==> src/rtl/rpc_pkg.sv <==
// Shared widths and types for the reversible prime check block.
// No dependencies; used by rpc_div and the top level.
package rpc_pkg;

  localparam int VALUE_BITS = 17;
  localparam int RADIX_BITS = 4;
  // A radix below 16 grows the reversal by at most RADIX_BITS bits.
  localparam int REV_BITS   = VALUE_BITS + RADIX_BITS;
  // Trial divisors stay near the square root of the widest value.
  localparam int DIV_BITS   = REV_BITS / 2 + 1;
  localparam int SQ_BITS    = 2 * DIV_BITS;
  localparam int CNT_BITS   = $clog2(REV_BITS);

  localparam logic [RADIX_BITS-1:0] MIN_RADIX = RADIX_BITS'(2);
  localparam logic [DIV_BITS-1:0]   FIRST_DIV = DIV_BITS'(2);
  localparam logic [SQ_BITS-1:0]    FIRST_SQ  = SQ_BITS'(4);

  typedef struct packed {
    logic                start;
    logic [REV_BITS-1:0] dividend;
    logic [DIV_BITS-1:0] divisor;
  } div_req_t;

  typedef struct packed {
    logic                done;
    logic [REV_BITS-1:0] quotient;
    logic [DIV_BITS-1:0] remainder;
  } div_rsp_t;

endpackage

==> src/rtl/rpc_div.sv <==
// Bit-serial restoring divider, one quotient bit per cycle.
// Depends on rpc_pkg for widths and the request/response structs.
module rpc_div (
  input  logic              clk,
  input  logic              rst_n,
  input  rpc_pkg::div_req_t req,
  output rpc_pkg::div_rsp_t rsp
);

  logic [rpc_pkg::REV_BITS-1:0] q_r, q_nxt;
  logic [rpc_pkg::DIV_BITS-1:0] rem_r, rem_nxt;
  logic [rpc_pkg::DIV_BITS-1:0] dsr_r;
  logic [rpc_pkg::CNT_BITS-1:0] cnt_r, cnt_nxt;
  logic                         busy_r, busy_nxt;
  logic                         done_r, done_nxt;
  logic [rpc_pkg::DIV_BITS:0]   shifted;
  logic                         ge;

  assign shifted = {rem_r, q_r[rpc_pkg::REV_BITS-1]};
  assign ge      = (shifted >= {1'b0, dsr_r});

  always_comb begin
    q_nxt    = q_r;
    rem_nxt  = rem_r;
    cnt_nxt  = cnt_r;
    busy_nxt = busy_r;
    done_nxt = 1'b0;
    if (req.start) begin
      q_nxt    = req.dividend;
      rem_nxt  = '0;
      cnt_nxt  = '0;
      busy_nxt = 1'b1;
    end else if (busy_r) begin
      rem_nxt = ge ? rpc_pkg::DIV_BITS'(shifted - {1'b0, dsr_r})
                   : shifted[rpc_pkg::DIV_BITS-1:0];
      q_nxt   = {q_r[rpc_pkg::REV_BITS-2:0], ge};
      if (cnt_r == rpc_pkg::CNT_BITS'(rpc_pkg::REV_BITS - 1)) begin
        busy_nxt = 1'b0;
        done_nxt = 1'b1;
      end else begin
        cnt_nxt = cnt_r + rpc_pkg::CNT_BITS'(1);
      end
    end
  end

  always_ff @(posedge clk) begin
    if (!rst_n) begin
      cnt_r  <= '0;
      busy_r <= 1'b0;
      done_r <= 1'b0;
    end else begin
      cnt_r  <= cnt_nxt;
      busy_r <= busy_nxt;
      done_r <= done_nxt;
    end
  end

  always_ff @(posedge clk) begin
    q_r   <= q_nxt;
    rem_r <= rem_nxt;
    if (req.start) begin
      dsr_r <= req.divisor;
    end
  end

  assign rsp.done      = done_r;
  assign rsp.quotient  = q_r;
  assign rsp.remainder = rem_r;

endmodule

==> src/rtl/reversible_prime_check_top.sv <==
// Reversible prime check: digit reversal in a radix plus two trial-division primality tests.
// Depends on rpc_pkg and instantiates the serial divider rpc_div.
//
// Each input word carries a number and a radix; a radix of 0 or 1 is taken as 2, and radices
// up to 15 are honored. The block reverses the number's digits in that radix, tests the number
// for primality by trial division, and, only if the number is prime, tests the reversed value
// the same way. One output word follows each input word, in order. Every step runs on a single
// bit-serial divider. Digit reversal costs one division per digit, and each trial divisor costs
// one division and no more, since the check of the divisor squared against the value shares
// the cycle that starts the division. Trial division stops once the divisor squared exceeds the
// value or a divisor leaves no remainder. The number stays below 2^17 and needs at most
// about 361 divisors; its reversal stays below a million in every radix up to 15 and needs
// at most about 999. The fastest item is zero; the slowest is a prime near the top of the
// number range whose base-ten reversal is a prime near a million. in_stall stays high from
// the cycle after a word is accepted until its result is placed in the output register; that
// register holds a finished result while the next word is already taken.
module reversible_prime_check_top (
  input  logic                             clk,
  input  logic                             rst_n,
  input  logic                             in_valid,
  output logic                             in_stall,
  input  logic [rpc_pkg::VALUE_BITS-1:0]   in_number,
  input  logic [rpc_pkg::RADIX_BITS-1:0]   in_radix,
  output logic                             out_valid,
  input  logic                             out_stall,
  output logic                             out_both_prime,
  output logic                             out_number_prime,
  output logic [rpc_pkg::REV_BITS-1:0]     out_reversed_value
);

  // Sequencer states.
  localparam logic [2:0] S_IDLE     = 3'd0;
  localparam logic [2:0] S_REV      = 3'd1;
  localparam logic [2:0] S_REV_WAIT = 3'd2;
  localparam logic [2:0] S_PINIT    = 3'd3;
  localparam logic [2:0] S_PCHK     = 3'd4;
  localparam logic [2:0] S_PWAIT    = 3'd5;
  localparam logic [2:0] S_DONE     = 3'd6;

  logic [2:0]                       state_r, state_nxt;
  logic [rpc_pkg::VALUE_BITS-1:0]   n_r, n_nxt;
  logic [rpc_pkg::VALUE_BITS-1:0]   v_r, v_nxt;
  logic [rpc_pkg::RADIX_BITS-1:0]   base_r, base_nxt;
  logic [rpc_pkg::REV_BITS-1:0]     acc_r, acc_nxt;
  logic [rpc_pkg::REV_BITS-1:0]     t_r, t_nxt;
  logic [rpc_pkg::DIV_BITS-1:0]     d_r, d_nxt;
  logic [rpc_pkg::SQ_BITS-1:0]      sq_r, sq_nxt;
  logic                             phase_r, phase_nxt;
  logic                             np_r, np_nxt;
  logic                             rp_r, rp_nxt;
  logic                             out_valid_r, out_valid_nxt;
  logic                             out_both_r, out_both_nxt;
  logic                             out_np_r, out_np_nxt;
  logic [rpc_pkg::REV_BITS-1:0]     out_rev_r, out_rev_nxt;

  rpc_pkg::div_req_t                div_req;
  rpc_pkg::div_rsp_t                div_rsp;

  logic                             in_take;
  logic                             out_free;
  logic [rpc_pkg::REV_BITS-1:0]     t_sel;
  logic                             sq_over;
  logic [rpc_pkg::REV_BITS+rpc_pkg::RADIX_BITS-1:0] acc_prod;
  logic                             verdict_en;
  logic                             verdict;

  assign in_stall  = (state_r != S_IDLE) || !rst_n;
  assign in_take   = in_valid && !in_stall;
  assign out_free  = !out_valid_r || !out_stall;

  // The value under test: the number first, then its reversal.
  assign t_sel    = phase_r ? acc_r : {{rpc_pkg::RADIX_BITS{1'b0}}, n_r};
  assign sq_over  = (sq_r > {{(rpc_pkg::SQ_BITS-rpc_pkg::REV_BITS){1'b0}}, t_r});
  assign acc_prod = acc_r * base_r;

  // One divider serves both the digit peeling and the trial divisions.
  always_comb begin
    div_req.start    = 1'b0;
    div_req.dividend = t_r;
    div_req.divisor  = d_r;
    if (state_r == S_REV) begin
      div_req.start    = (v_r != '0);
      div_req.dividend = {{rpc_pkg::RADIX_BITS{1'b0}}, v_r};
      div_req.divisor  = {{(rpc_pkg::DIV_BITS-rpc_pkg::RADIX_BITS){1'b0}}, base_r};
    end else if (state_r == S_PCHK) begin
      div_req.start = !sq_over;
    end
  end

  rpc_div u_div (
    .clk   (clk),
    .rst_n (rst_n),
    .req   (div_req),
    .rsp   (div_rsp)
  );

  // A primality verdict can come from three places: a value below two, the divisor passing
  // the square root, or a divisor that leaves no remainder.
  always_comb begin
    verdict_en = 1'b0;
    verdict    = 1'b0;
    case (state_r)
      S_PINIT: begin
        if (t_sel < rpc_pkg::REV_BITS'(2)) begin
          verdict_en = 1'b1;
        end
      end
      S_PCHK: begin
        if (sq_over) begin
          verdict_en = 1'b1;
          verdict    = 1'b1;
        end
      end
      S_PWAIT: begin
        if (div_rsp.done && (div_rsp.remainder == '0)) begin
          verdict_en = 1'b1;
        end
      end
      default: begin
        verdict_en = 1'b0;
      end
    endcase
  end

  always_comb begin
    state_nxt     = state_r;
    n_nxt         = n_r;
    v_nxt         = v_r;
    base_nxt      = base_r;
    acc_nxt       = acc_r;
    t_nxt         = t_r;
    d_nxt         = d_r;
    sq_nxt        = sq_r;
    phase_nxt     = phase_r;
    np_nxt        = np_r;
    rp_nxt        = rp_r;
    out_valid_nxt = out_valid_r && out_stall;
    out_both_nxt  = out_both_r;
    out_np_nxt    = out_np_r;
    out_rev_nxt   = out_rev_r;

    case (state_r)
      S_IDLE: begin
        if (in_take) begin
          n_nxt     = in_number;
          v_nxt     = in_number;
          base_nxt  = (in_radix < rpc_pkg::MIN_RADIX) ? rpc_pkg::MIN_RADIX : in_radix;
          acc_nxt   = '0;
          phase_nxt = 1'b0;
          state_nxt = S_REV;
        end
      end
      S_REV: begin
        // Zero has no digits left: the reversal is complete.
        state_nxt = (v_r == '0) ? S_PINIT : S_REV_WAIT;
      end
      S_REV_WAIT: begin
        if (div_rsp.done) begin
          acc_nxt   = acc_prod[rpc_pkg::REV_BITS-1:0] +
                      {{(rpc_pkg::REV_BITS-rpc_pkg::DIV_BITS){1'b0}}, div_rsp.remainder};
          v_nxt     = div_rsp.quotient[rpc_pkg::VALUE_BITS-1:0];
          state_nxt = S_REV;
        end
      end
      S_PINIT: begin
        t_nxt  = t_sel;
        d_nxt  = rpc_pkg::FIRST_DIV;
        sq_nxt = rpc_pkg::FIRST_SQ;
        if (!verdict_en) begin
          state_nxt = S_PCHK;
        end
      end
      S_PCHK: begin
        if (!sq_over) begin
          state_nxt = S_PWAIT;
        end
      end
      S_PWAIT: begin
        if (div_rsp.done && !verdict_en) begin
          // (d+1)^2 = d^2 + 2d + 1
          d_nxt     = d_r + rpc_pkg::DIV_BITS'(1);
          sq_nxt    = sq_r + rpc_pkg::SQ_BITS'({d_r, 1'b1});
          state_nxt = S_PCHK;
        end
      end
      S_DONE: begin
        if (out_free) begin
          out_valid_nxt = 1'b1;
          out_both_nxt  = np_r && rp_r;
          out_np_nxt    = np_r;
          out_rev_nxt   = acc_r;
          state_nxt     = S_IDLE;
        end
      end
      default: begin
        state_nxt = S_IDLE;
      end
    endcase

    // The reversal is only tested when the number itself is prime.
    if (verdict_en) begin
      if (!phase_r) begin
        np_nxt = verdict;
        if (verdict) begin
          phase_nxt = 1'b1;
          state_nxt = S_PINIT;
        end else begin
          rp_nxt    = 1'b0;
          state_nxt = S_DONE;
        end
      end else begin
        rp_nxt    = verdict;
        state_nxt = S_DONE;
      end
    end
  end

  always_ff @(posedge clk) begin
    if (!rst_n) begin
      state_r     <= S_IDLE;
      out_valid_r <= 1'b0;
    end else begin
      state_r     <= state_nxt;
      out_valid_r <= out_valid_nxt;
    end
  end

  always_ff @(posedge clk) begin
    n_r        <= n_nxt;
    v_r        <= v_nxt;
    base_r     <= base_nxt;
    acc_r      <= acc_nxt;
    t_r        <= t_nxt;
    d_r        <= d_nxt;
    sq_r       <= sq_nxt;
    phase_r    <= phase_nxt;
    np_r       <= np_nxt;
    rp_r       <= rp_nxt;
    out_both_r <= out_both_nxt;
    out_np_r   <= out_np_nxt;
    out_rev_r  <= out_rev_nxt;
  end

  assign out_valid          = out_valid_r;
  assign out_both_prime     = out_both_r;
  assign out_number_prime   = out_np_r;
  assign out_reversed_value = out_rev_r;

endmodule

==> config.mk <==
export PLATFORM = sky130hd
export DESIGN_NAME = reversible_prime_check_top
export DESIGN_NICKNAME = d
export VERILOG_FILES = /design/src/rtl/rpc_pkg.sv /design/src/rtl/rpc_div.sv /design/src/rtl/reversible_prime_check_top.sv
export SDC_FILE = /design/constraint.sdc
export NUM_CORES = 1
export LEC_CHECK = 0
export BUFFER_PORTS_ARGS = -buffer_cell sky130_fd_sc_hd__buf_4
export CAP_MARGIN = 15
export CORE_ASPECT_RATIO = 0.75
export CORE_MARGIN = 2
export CORE_UTILIZATION = 45
export DETAILED_ROUTE_END_ITERATION = 8
export PLACE_DENSITY = 0.74
export SLEW_MARGIN = 10
export SYNTH_ARGS = -nofsm -noshare
export SYNTH_HDL_FRONTEND = slang
export SYNTH_SLANG_ARGS = --single-unit
==> constraint.sdc <==
create_clock -name clk -period 3.85 [get_ports clk]
set_clock_uncertainty 0.05 [all_clocks]
set_input_delay 0.1925 -clock clk [delete_from_list [all_inputs] [get_ports clk]]
set_output_delay 0.1925 -clock clk [all_outputs]
set_load 0.02 [all_outputs]
Word level (Yosys, flattened, before mapping)
Cells that the tools add are included.
- register bits after elaboration: 193
- bits of input ports: 25
- output and inout port bits: 25
- add/sub/neg operators: 5
- multipliers: 1
- magnitude comparators: 4
- equal/unequal tests: 16
- muxes and demuxes: 45
- bitwise logic cells: 4
- reduce and logical (&&, ||, !) cells: 31
- operator list (operator ; number):
    $mux W21 ; 5
    $pmux W22 S2 ; 1
    $pmux W21 S2 ; 1
    $mux W17 ; 2
    $pmux W17 S2 ; 1
    $mux W32 ; 1
    $mux W3 ; 8
    $add A22 B12 Y22 ; 1
    $gt A22 B21 Y1 ; 1
    $mux W11 ; 2
    $mux W22 ; 1
    $pmux W11 S2 ; 1
    $add A21 B11 Y21 ; 1
    $lt A21 B2 Y1 const B ; 1
    $mul A21 B4 Y21 ; 1
    $pmux W3 S7 ; 1
    $mux W1 ; 20
    $logic_not A17 Y1 ; 1
    $reduce_bool A17 Y1 ; 1
    $ge A12 B11 Y1 ; 1
    $ne A3 B3 Y1 const B ; 4
    $reduce_and A2 Y1 ; 6
    $add A11 B1 Y11 const B ; 1
    $logic_not A11 Y1 ; 1
    22 further kinds ; 42

Depth between registers and ports, before layout
Gate-level depths: netlist of the first run.
- word-level depth: 9
- gate-level depth with buffers: 17
- depth with buffers taken out: 15

Cells and area by module
Synthesis of the first run repeated with hierarchy kept, for this count alone.
- cell total of the unflattened synthesis: 1210
- area, all modules: 12709.7 um2
- modules (own cells, without submodules) (module ; times used ; cells an instance ; area an instance (um2)):
    reversible_prime_check_top ; 1 ; 957 ; 9915.8
    rpc_div ; 1 ; 253 ; 2793.9

Worst setup path before layout of the first run
OpenSTA, ideal clock, no wires.
- kind: reg2reg
- start: register base_r[2] in the netlist's numbering
- end: register acc_r[19] in the netlist's numbering, data pin
- arrival time: 4.096 ns
- data required time: 3.665 ns
- setup slack: -0.431 ns
- cell stages (with the launch flop): 16
- path buffers: 2
- clock period less this slack: 4.281 ns
- cell sequence: edfxtp_1 clkbuf_1 clkbuf_1 nand2_1 fa_1 fa_1 fa_1 inv_1 ha_1 a211oi_1 nor2_1 o311a_1 o211ai_1 a21oi_1 or3_1 nand3_1
- cells in the longest elaborated chain, start to end: 4
- RTL lines (what ; RTL line ; source):
    start: declaration ; reversible_prime_check_top.sv:43 ; logic [rpc_pkg::RADIX_BITS-1:0] base_r, base_nxt;
    start signal: assignment ; reversible_prime_check_top.sv:231 ; base_r <= base_nxt;
    $mul A21 B4 Y21 ; reversible_prime_check_top.sv:74 ; assign acc_prod = acc_r * base_r;
    $add A21 B11 Y21 ; reversible_prime_check_top.sv:159 ; acc_nxt = acc_prod[rpc_pkg::REV_BITS-1:0] +
    $mux W21 ; reversible_prime_check_top.sv:158 ; if (div_rsp.done) begin
    $pmux W21 S2 ; reversible_prime_check_top.sv:142 ; case (state_r)
    end signal: assignment ; reversible_prime_check_top.sv:232 ; acc_r <= acc_nxt;
    end: declaration ; reversible_prime_check_top.sv:44 ; logic [rpc_pkg::REV_BITS-1:0] acc_r, acc_nxt;
No other way between the ends. The select of a mux whose other input is x is not followed.
A chain may end at the register's enable or synchronous reset.

Final worst setup path of the first run
- start: register acc_r[6] in the netlist's numbering
- end: register acc_r[18] in the netlist's numbering, data pin
- cells in the longest elaborated chain, start to end: 4
- RTL lines (what ; RTL line):
    $mul A21 B4 Y21 ; reversible_prime_check_top.sv:74
    $add A21 B11 Y21 ; reversible_prime_check_top.sv:159
    $mux W21 ; reversible_prime_check_top.sv:158
    $pmux W21 S2 ; reversible_prime_check_top.sv:142
No other way between the ends. The select of a mux whose other input is x is not followed.

==> implementation parameters, run 1 <==
Parameter                              Value

Worst setup path
  Crit Path Class ... reg2reg
  Crit Path Max Fanout ... 5
  Arrival time of the worst setup path ... 4180 ps
  Crit path largest cell delay ... slightly above 500 ps
  Worst setup slack for register-to-register paths ... -210 ps
  Worst setup EP type ... flip-flop
  Crit path cell chain ... and2_4, fa_1, fa_1, inv_2, fa_1, inv_2, ha_4, a21o_1, a21o_1, a31oi_4, nand3_4, a31oi_4, xor2_1, nor2_1
  Cell family with the largest share of critical-path delay ... adder cells
  Library cell contributing the largest single delay on the critical path ... edfxtp_1
  Buffers plus inverters on the worst setup path ... 2
  Critical Path Source Type ... flip-flop
  Most common cell type on the critical path ... fa_1
  Required time worst endpoint ... 3970 ps

Layout
  Leading cell type in the layout, fill and taps excluded ... edfxtp_1
  Utilization after layout ... 54.41%
  Leading cell types in the layout, fill and taps excluded ... edfxtp_1 (170), buf_4 (118), nand2_1 (108)
  Number of inserted diodes ... 0
  Final instance area ... 0.01469 mm²
  Synthesis-to-layout area growth ... 18.98%
  Area used by sequential logic in the layout ... about 0.0056 mm²
  Count of filler cells inserted in the layout ... 2284
  Final layout net count ... about 1400
  Share of cells above drive strength 1 ... 18.96%
  Multi-input combinational cell area ... around 0.0066 mm²

Logic synthesis
  Count of flip-flops with a built-in enable after synthesis ... 170
  Number of register bits inferred by synthesis ... 193
  Synth Warn # ... 0
  Mapped Cells ... roughly 1200
  Summed instance area of the synthesized netlist ... approximately 0.012 mm²
  Dominant register cell in the synthesized netlist ... edfxtp_1
  Sequential fraction of the synthesis area ... 45.07%
  Avg Inst Size Synth ... approximately 11 µm²
  Net count after synthesis ... 1302
  Post-synthesis async set-or-reset flop share ... 0%
  Post-synthesis cell type count ... 77

Detailed routing
  Antenna Nets Post-Route ... 0
  DRC violation total after the first TritonRoute iteration ... 639
  Routed wire per std cell ... 18.66 µm
  Vias per cell ... 5.619
  Total DRC errors in the routed layout ... 0
  Vias ... 9232
  Aggregate routed wire length ... 30660 µm
  TritonRoute pass-1 iters ... 5

Timing
  Share of the clock period used by the worst path ... 105.5%
  Number of pins exceeding their max-slew limit in the final report ... 0
  Highest clock frequency the design can meet ... 0.2461 GHz
  Worst-case setup margin in the final layout ... -212.8 ps
  Unrepaired setup endpoints after global routing ... true
  Slew HR ... 33.91%
  Final critical path time including I/O delays and setup ... 4063 ps
  Final Setup Violations ... 11
  Total Neg Setup Slack ... -1564 ps
  Tightest hold margin ... 404.0 ps
  Worst Tran Pin Value ... 991.3 ps
  Final hold violations ... 0

GRT
  Gr ovfl total ... 0
  First-pass GRT wire length ... 48020 µm
  Total Routing Usage GR ... a little over a fifth
  Pin count of the biggest net entering global routing ... 48
  Vias in the first global route ... roughly 8800
  Number of antenna violations at the first check in global routing ... 0

Floorplanning
  Placeable core region ... roughly 0.027 mm²
  Die outline area ... around 0.029 mm²
  I/O pins ... 50
  Initial core utilization ... 45.73%
  Die height ... 147.5 µm
  Placement Rows ... 52
  Floorplan die width ... between 150 and 200 µm

Worst hold path
  Path type of the worst min-delay path ... reg2reg

Clock tree
  Post-CTS clock slew at the launch and capture registers of the worst setup and hold paths ... 80 ps
  Number of H-tree branching levels ... 4
  Number of clock sinks ... 193
  CTS tree ... yes
  Clock Tree Root ... clkbuf_16
  CTS Buffer Depth ... 2
  Later-pin clock latency in the skew report ... 450 ps
  Number of buffers created by CTS ... 17

Power
  Maximum vdd drop ... about 0.34 mV
  Power Dens Cells ... 552.1 mW/mm²
  Total leakage power ... 5.872 nW

Flow run
  Number of maximum-capacitance violations ... 0

Run status
  Violations in the final reports ... negative setup slack
  Outcome ... finished with violations

Place
  Buffers added on ports ... 49
  Cell area after placement ... 0.01361 mm²
  Final weighted congestion of routability-driven global placement ... 0.8622
  Placed wire-length estimate after detailed placement ... around 22000 µm
  Post-placement worst setup slack ... -314.9 ps
-- cells by family (layout without fill, tap and decap cells) --
| group | Yosys count | after routing | synth area share [%] |
|---|---|---|---|
| DFF | 193 | 193 | 45.07 |
| xor gates and xnor gates | 41 | 41 | 2.908 |
| buffers and inverters | 137 | 277 | 4.418 |
| and+or+nand+nor | 410 | 410 | 17.05 |
| AOI/OAI and AO/OA | 201 | 201 | 11.02 |
| adders and majority gates | 125 | 125 | 15.46 |
| muxes | 45 | 45 | 4.063 |
-- synthesized netlist by cell type, types with 14 or more instances --
library cell  count  area, µm²
and3_1           15      93.84
xor2_1           17      148.9
mux2_2           18      202.7
inv_1            99      371.6
and2_1           79      494.2
mux2_1           15      168.9
edfxtp_1        170       5105
o21ai_0          43      215.2
nand2_1         110      412.9
nand3_1          23      115.1
nor2b_1          14      87.58
a211oi_1         18      135.1
clkbuf_1         27      101.4
a21o_1           19      142.6
nor3_1           19      95.09
xnor2_1          24      210.2
nor2_1           81      304.0
fa_1             46      920.9
a21oi_1          44      220.2
ha_1             79      988.5
dfxtp_1          23      460.4
-- timing repair --
| action | CTS | global route |
|---|---|---|
| hold buffers | 23 | 0 |
| pin swaps | 16 | 11 |
| hold endpoints to repair | 42 | 0 |
| buffers inserted | 8 | 1 |
| setup endpoints to repair | 11 | 12 |
| gates resized for setup | 27 | 23 |
-- stage by stage --
| step | total power, mW | instances |
|---|---|---|
| 2_1_floorplan | 5.084 | 1152 |
| 5_1_grt | 8.591 | 1643 |
| 3_3_place_gp | 5.873 | 1579 |
| 6_report | 8.111 | 1643 |
| 4_1_cts | 7.921 | 1642 |
| 3_5_place_dp | 5.971 | 1579 |
-- worst paths after layout --
check | from | endpoint | depth (start not counted)
setup / recovery | acc_r[6]$_SDFFCE_PN0P_ | acc_r[18]$_SDFFCE_PN0P_ | 14
hold / removal | np_r$_DFFE_PP_ | out_number_prime$_DFFE_PP_ | 0
setup reg to reg | acc_r[6]$_SDFFCE_PN0P_ | acc_r[18]$_SDFFCE_PN0P_ | 14
hold reg to reg | np_r$_DFFE_PP_ | out_number_prime$_DFFE_PP_ | 0
-- layout make-up --
type	instances	share of cell area [%]
Sequential cell	193	37.88
Tap cell	351	2.989
Clock inverter	15	0.9113
Inverter	99	2.529
Clock buffer	17	2.896
Multi-Input combinational cell	822	44.69
Timing Repair Buffer	146	8.099
-- where the power goes --
group / total (mW) / switching (mW) / internal [mW]
registers: 2.77 / 0.223 / 2.55
clock network: 1.76 / 0.860 / 0.897
logic: 3.58 / 1.93 / 1.66
total: 8.11 / 3.01 / 5.10
-- state kept, by name, summed over array words and instances (netlist names), 17 cells and up --
register            flops
acc_r                  21
u_div.q_r              21
v_r                    17
out_reversed_value     21
n_r                    17
t_r                    21
sq_r                   22
-- per-layer routing --
layer	global-route usage, %	share of wire, %
met5	0	0
met3	4.586	7.9
met1	31.51	46
met4	7.252	2.1
met2	32.52	44
Note: power is estimated with default switching activity, not from simulation.
==> run 2, diff against run 1 <==
Settings changed: BUFFER_PORTS_ARGS -buffer_cell sky130_fd_sc_hd__buf_4 to unset, DONT_BUFFER_PORTS set to 1, PLACE_DENSITY 0.74 to 0.7.
Clock period 3.85 ns to 4 ns, I/O delays scaled along.
==> run 2 against run 1 <==
Net effect: the flow still finishes with violations (negative setup slack); critical path depth is 2 higher; die area stayed put; final area is 2.9% lower; first-iteration DRC count is 12% higher; hold slack worse by 370 ps; largest power group unchanged; clock-buffer cell count is 7 higher; global-route usage hardly changed; sequential share of layout area is 1.1 points higher; total power is 4.6% lower; core utilization is 1.6 points lower; wire length is 1.8% lower.
==> implementation parameters, run 2 (same netlist as run 1, synthesis figures left out) <==
Parameter                              Value

Run status
  Outcome ... finished with violations (unchanged)
  Violations in the final reports ... negative setup slack (unchanged)

Timing
  Unrepaired setup endpoints after global routing ... true (unchanged)
  Highest clock frequency the design can meet ... 0.2471 GHz (was 0.2461 GHz)
  Total Neg Setup Slack ... -122.8 ps (was -1564 ps)
  Slew HR ... 40.51% (was 33.91%)
  Share of the clock period used by the worst path ... 101.2% (was 105.5%)
  Worst-case setup margin in the final layout ... -46.17 ps (was -212.8 ps)
  Final Setup Violations ... 7 (was 11)
  Final hold violations ... 0 (unchanged)
  Tightest hold margin ... 33.79 ps (was 404.0 ps)
  Number of pins exceeding their max-slew limit in the final report ... 0 (unchanged)
  Final critical path time including I/O delays and setup ... 4046 ps (was 4063 ps)
  Worst Tran Pin Value ... 891.1 ps (was 991.3 ps)

Layout
  Synthesis-to-layout area growth ... 15.57% (was 18.98%)
  Share of cells above drive strength 1 ... 14.98% (was 18.96%)
  Post-Layout Cell Count ... 1595 (was 1643)
  Utilization after layout ... 52.85% (was 54.41%)
  Register ranked first by flip-flop count ... sq_r (unchanged)
  Leading cell type in the layout, fill and taps excluded ... edfxtp_1 (unchanged)
  Final instance area ... 0.01427 mm² (was 0.01469 mm²)
  Final layout net count ... 1379 (was 1429)
  Leading cell types in the layout, fill and taps excluded ... edfxtp_1 (170), nand2_1 (110), inv_1 (96) (was edfxtp_1 (170), buf_4 (118), nand2_1 (108))
  Largest register FFs ... 22 (unchanged)

GRT
  Total Routing Usage GR ... 21.68% (was 21.73%)
  Number of antenna violations at the first check in global routing ... 1 (was 0)
  Gr ovfl total ... 0 (unchanged)
  Pin count of the biggest net entering global routing ... 48 (unchanged)
  Vias in the first global route ... 8817 (was 8777)
  First-pass GRT wire length ... 48180 µm (was 48020 µm)

Flow run
  Number of maximum-capacitance violations ... 0 (unchanged)

Floorplanning
  I/O pins ... 50 (unchanged)
  Die height ... 147.5 µm (unchanged)
  Placement Rows ... 52 (unchanged)
  Initial core utilization ... 45.73% (unchanged)
  Placeable core region ... 0.02700 mm² (unchanged)
  Die outline area ... 0.02880 mm² (unchanged)
  Floorplan die width ... 195.3 µm (unchanged)

Detailed routing
  Antenna Nets Post-Route ... 0 (unchanged)
  Routed wire per std cell ... 18.89 µm (was 18.66 µm)
  Total DRC errors in the routed layout ... 0 (unchanged)
  TritonRoute pass-1 iters ... 5 (unchanged)
  Vias ... 8993 (was 9232)
  Vias per cell ... 5.638 (was 5.619)
  DRC violation total after the first TritonRoute iteration ... 715 (was 639)
  Aggregate routed wire length ... 30120 µm (was 30660 µm)

Worst setup path
  Required time worst endpoint ... 4260 ps (was 3970 ps)
  Crit Path Class ... reg2reg (unchanged)
  Arrival time of the worst setup path ... 4310 ps (was 4180 ps)
  Crit Path Max Fanout ... 11 (was 5)
  Critical Path Source Type ... flip-flop (unchanged)
  Worst setup EP type ... flip-flop (unchanged)

Place
  Final weighted congestion of routability-driven global placement ... 0.8549 (was 0.8622)
  Post-placement worst setup slack ... -210.2 ps (was -314.9 ps)
  Placed wire-length estimate after detailed placement ... 21670 µm (was 21890 µm)
  Cell area after placement ... 0.01319 mm² (was 0.01361 mm²)
  Buffers added on ports ... 0 (was 49)
  Placed cell count ... 1533 (was 1579)

Clock tree
  Number of buffers created by CTS ... 17 (unchanged)
  Clock Tree Root ... clkbuf_16 (unchanged)
  Number of H-tree branching levels ... 4 (unchanged)
  Later-pin clock latency in the skew report ... 450 ps (about the same)
  Post-CTS clock slew at the launch and capture registers of the worst setup and hold paths ... 70 ps (was 80 ps)
  CTS tree ... yes (unchanged)
  Number of clock sinks ... 193 (unchanged)
  CTS Buffer Depth ... 2 (unchanged)

Worst hold path
  Path type of the worst min-delay path ... in2reg (was reg2reg)

Power
  Tot Pwr ... 7.740 mW (was 8.111 mW)
  Total leakage power ... 5.654 nW (was 5.872 nW)
  Maximum vdd drop ... 0.3299 mV (was 0.3359 mV)
  Power Dens Cells ... 542.3 mW/mm² (was 552.1 mW/mm²)
-- run 2: metal layers --
metal  routed length [µm]  GRT usage (%)  vias up
li1                     -              -     4239
met1                14160          31.94     4390
met2                13020          31.86      324
met3                 2369          4.905       40
met4                  570          6.718        0
met5                    0              0        -
-- run 2: final timing paths --
check                           cells past startpoint                    start  slack (ps)                         end
worst max-delay path                               16  base_r[1]$_SDFFCE_PN1P_         -50     acc_r[19]$_SDFFCE_PN0P_
worst min-delay path                                1              in_radix[3]          30     base_r[1]$_SDFFCE_PN1P_
worst max register to register                     16  base_r[1]$_SDFFCE_PN1P_         -50     acc_r[19]$_SDFFCE_PN0P_
worst min register to register                      0           np_r$_DFFE_PP_         420  out_number_prime$_DFFE_PP_
-- run 2: worst max-delay path: stages, from the launching register on --
cell,delay [ps]
edfxtp_1,380
buf_6,150
and2_4,160
fa_1,490
fa_1,560
inv_2,40
fa_1,510
inv_2,50
ha_4,220
a21o_1,170
a21o_1,170
a21o_1,170
o211ai_1,170
buf_4,180
a21oi_4,60
or3_1,310
nand3_1,70
-- run 2: cell type report --
cell class | count | area [µm²]
Timing Repair Buffer | 96 | 793.3
Clock inverter | 8 | 61.31
Multi-Input combinational cell | 822 | 6501
Antenna cell | 2 | 5.005
Clock buffer | 24 | 534.3
Tap cell | 351 | 439.2
Fill cell | 2317 | 12730
Inverter | 99 | 371.6
Sequential cell | 193 | 5565
-- run 2: report_power, final --
group | leakage (nW) | total [mW] | internal (mW) | switching, mW
combinational | 3.63 | 3.31 | 1.52 | 1.79
clock | 0.299 | 1.76 | 0.948 | 0.816
sequential | 1.73 | 2.66 | 2.45 | 0.213
-- run 2: timing repair --
item | 4_1_cts | 5_1_grt
setup endpoints to repair | 11 | 12
gates resized for setup | 28 | 20
setup buffers | 4 | 1
hold buffers | 23 | 0
endpoints found under the hold margin | 49 | 0
pin swaps | 9 | 7
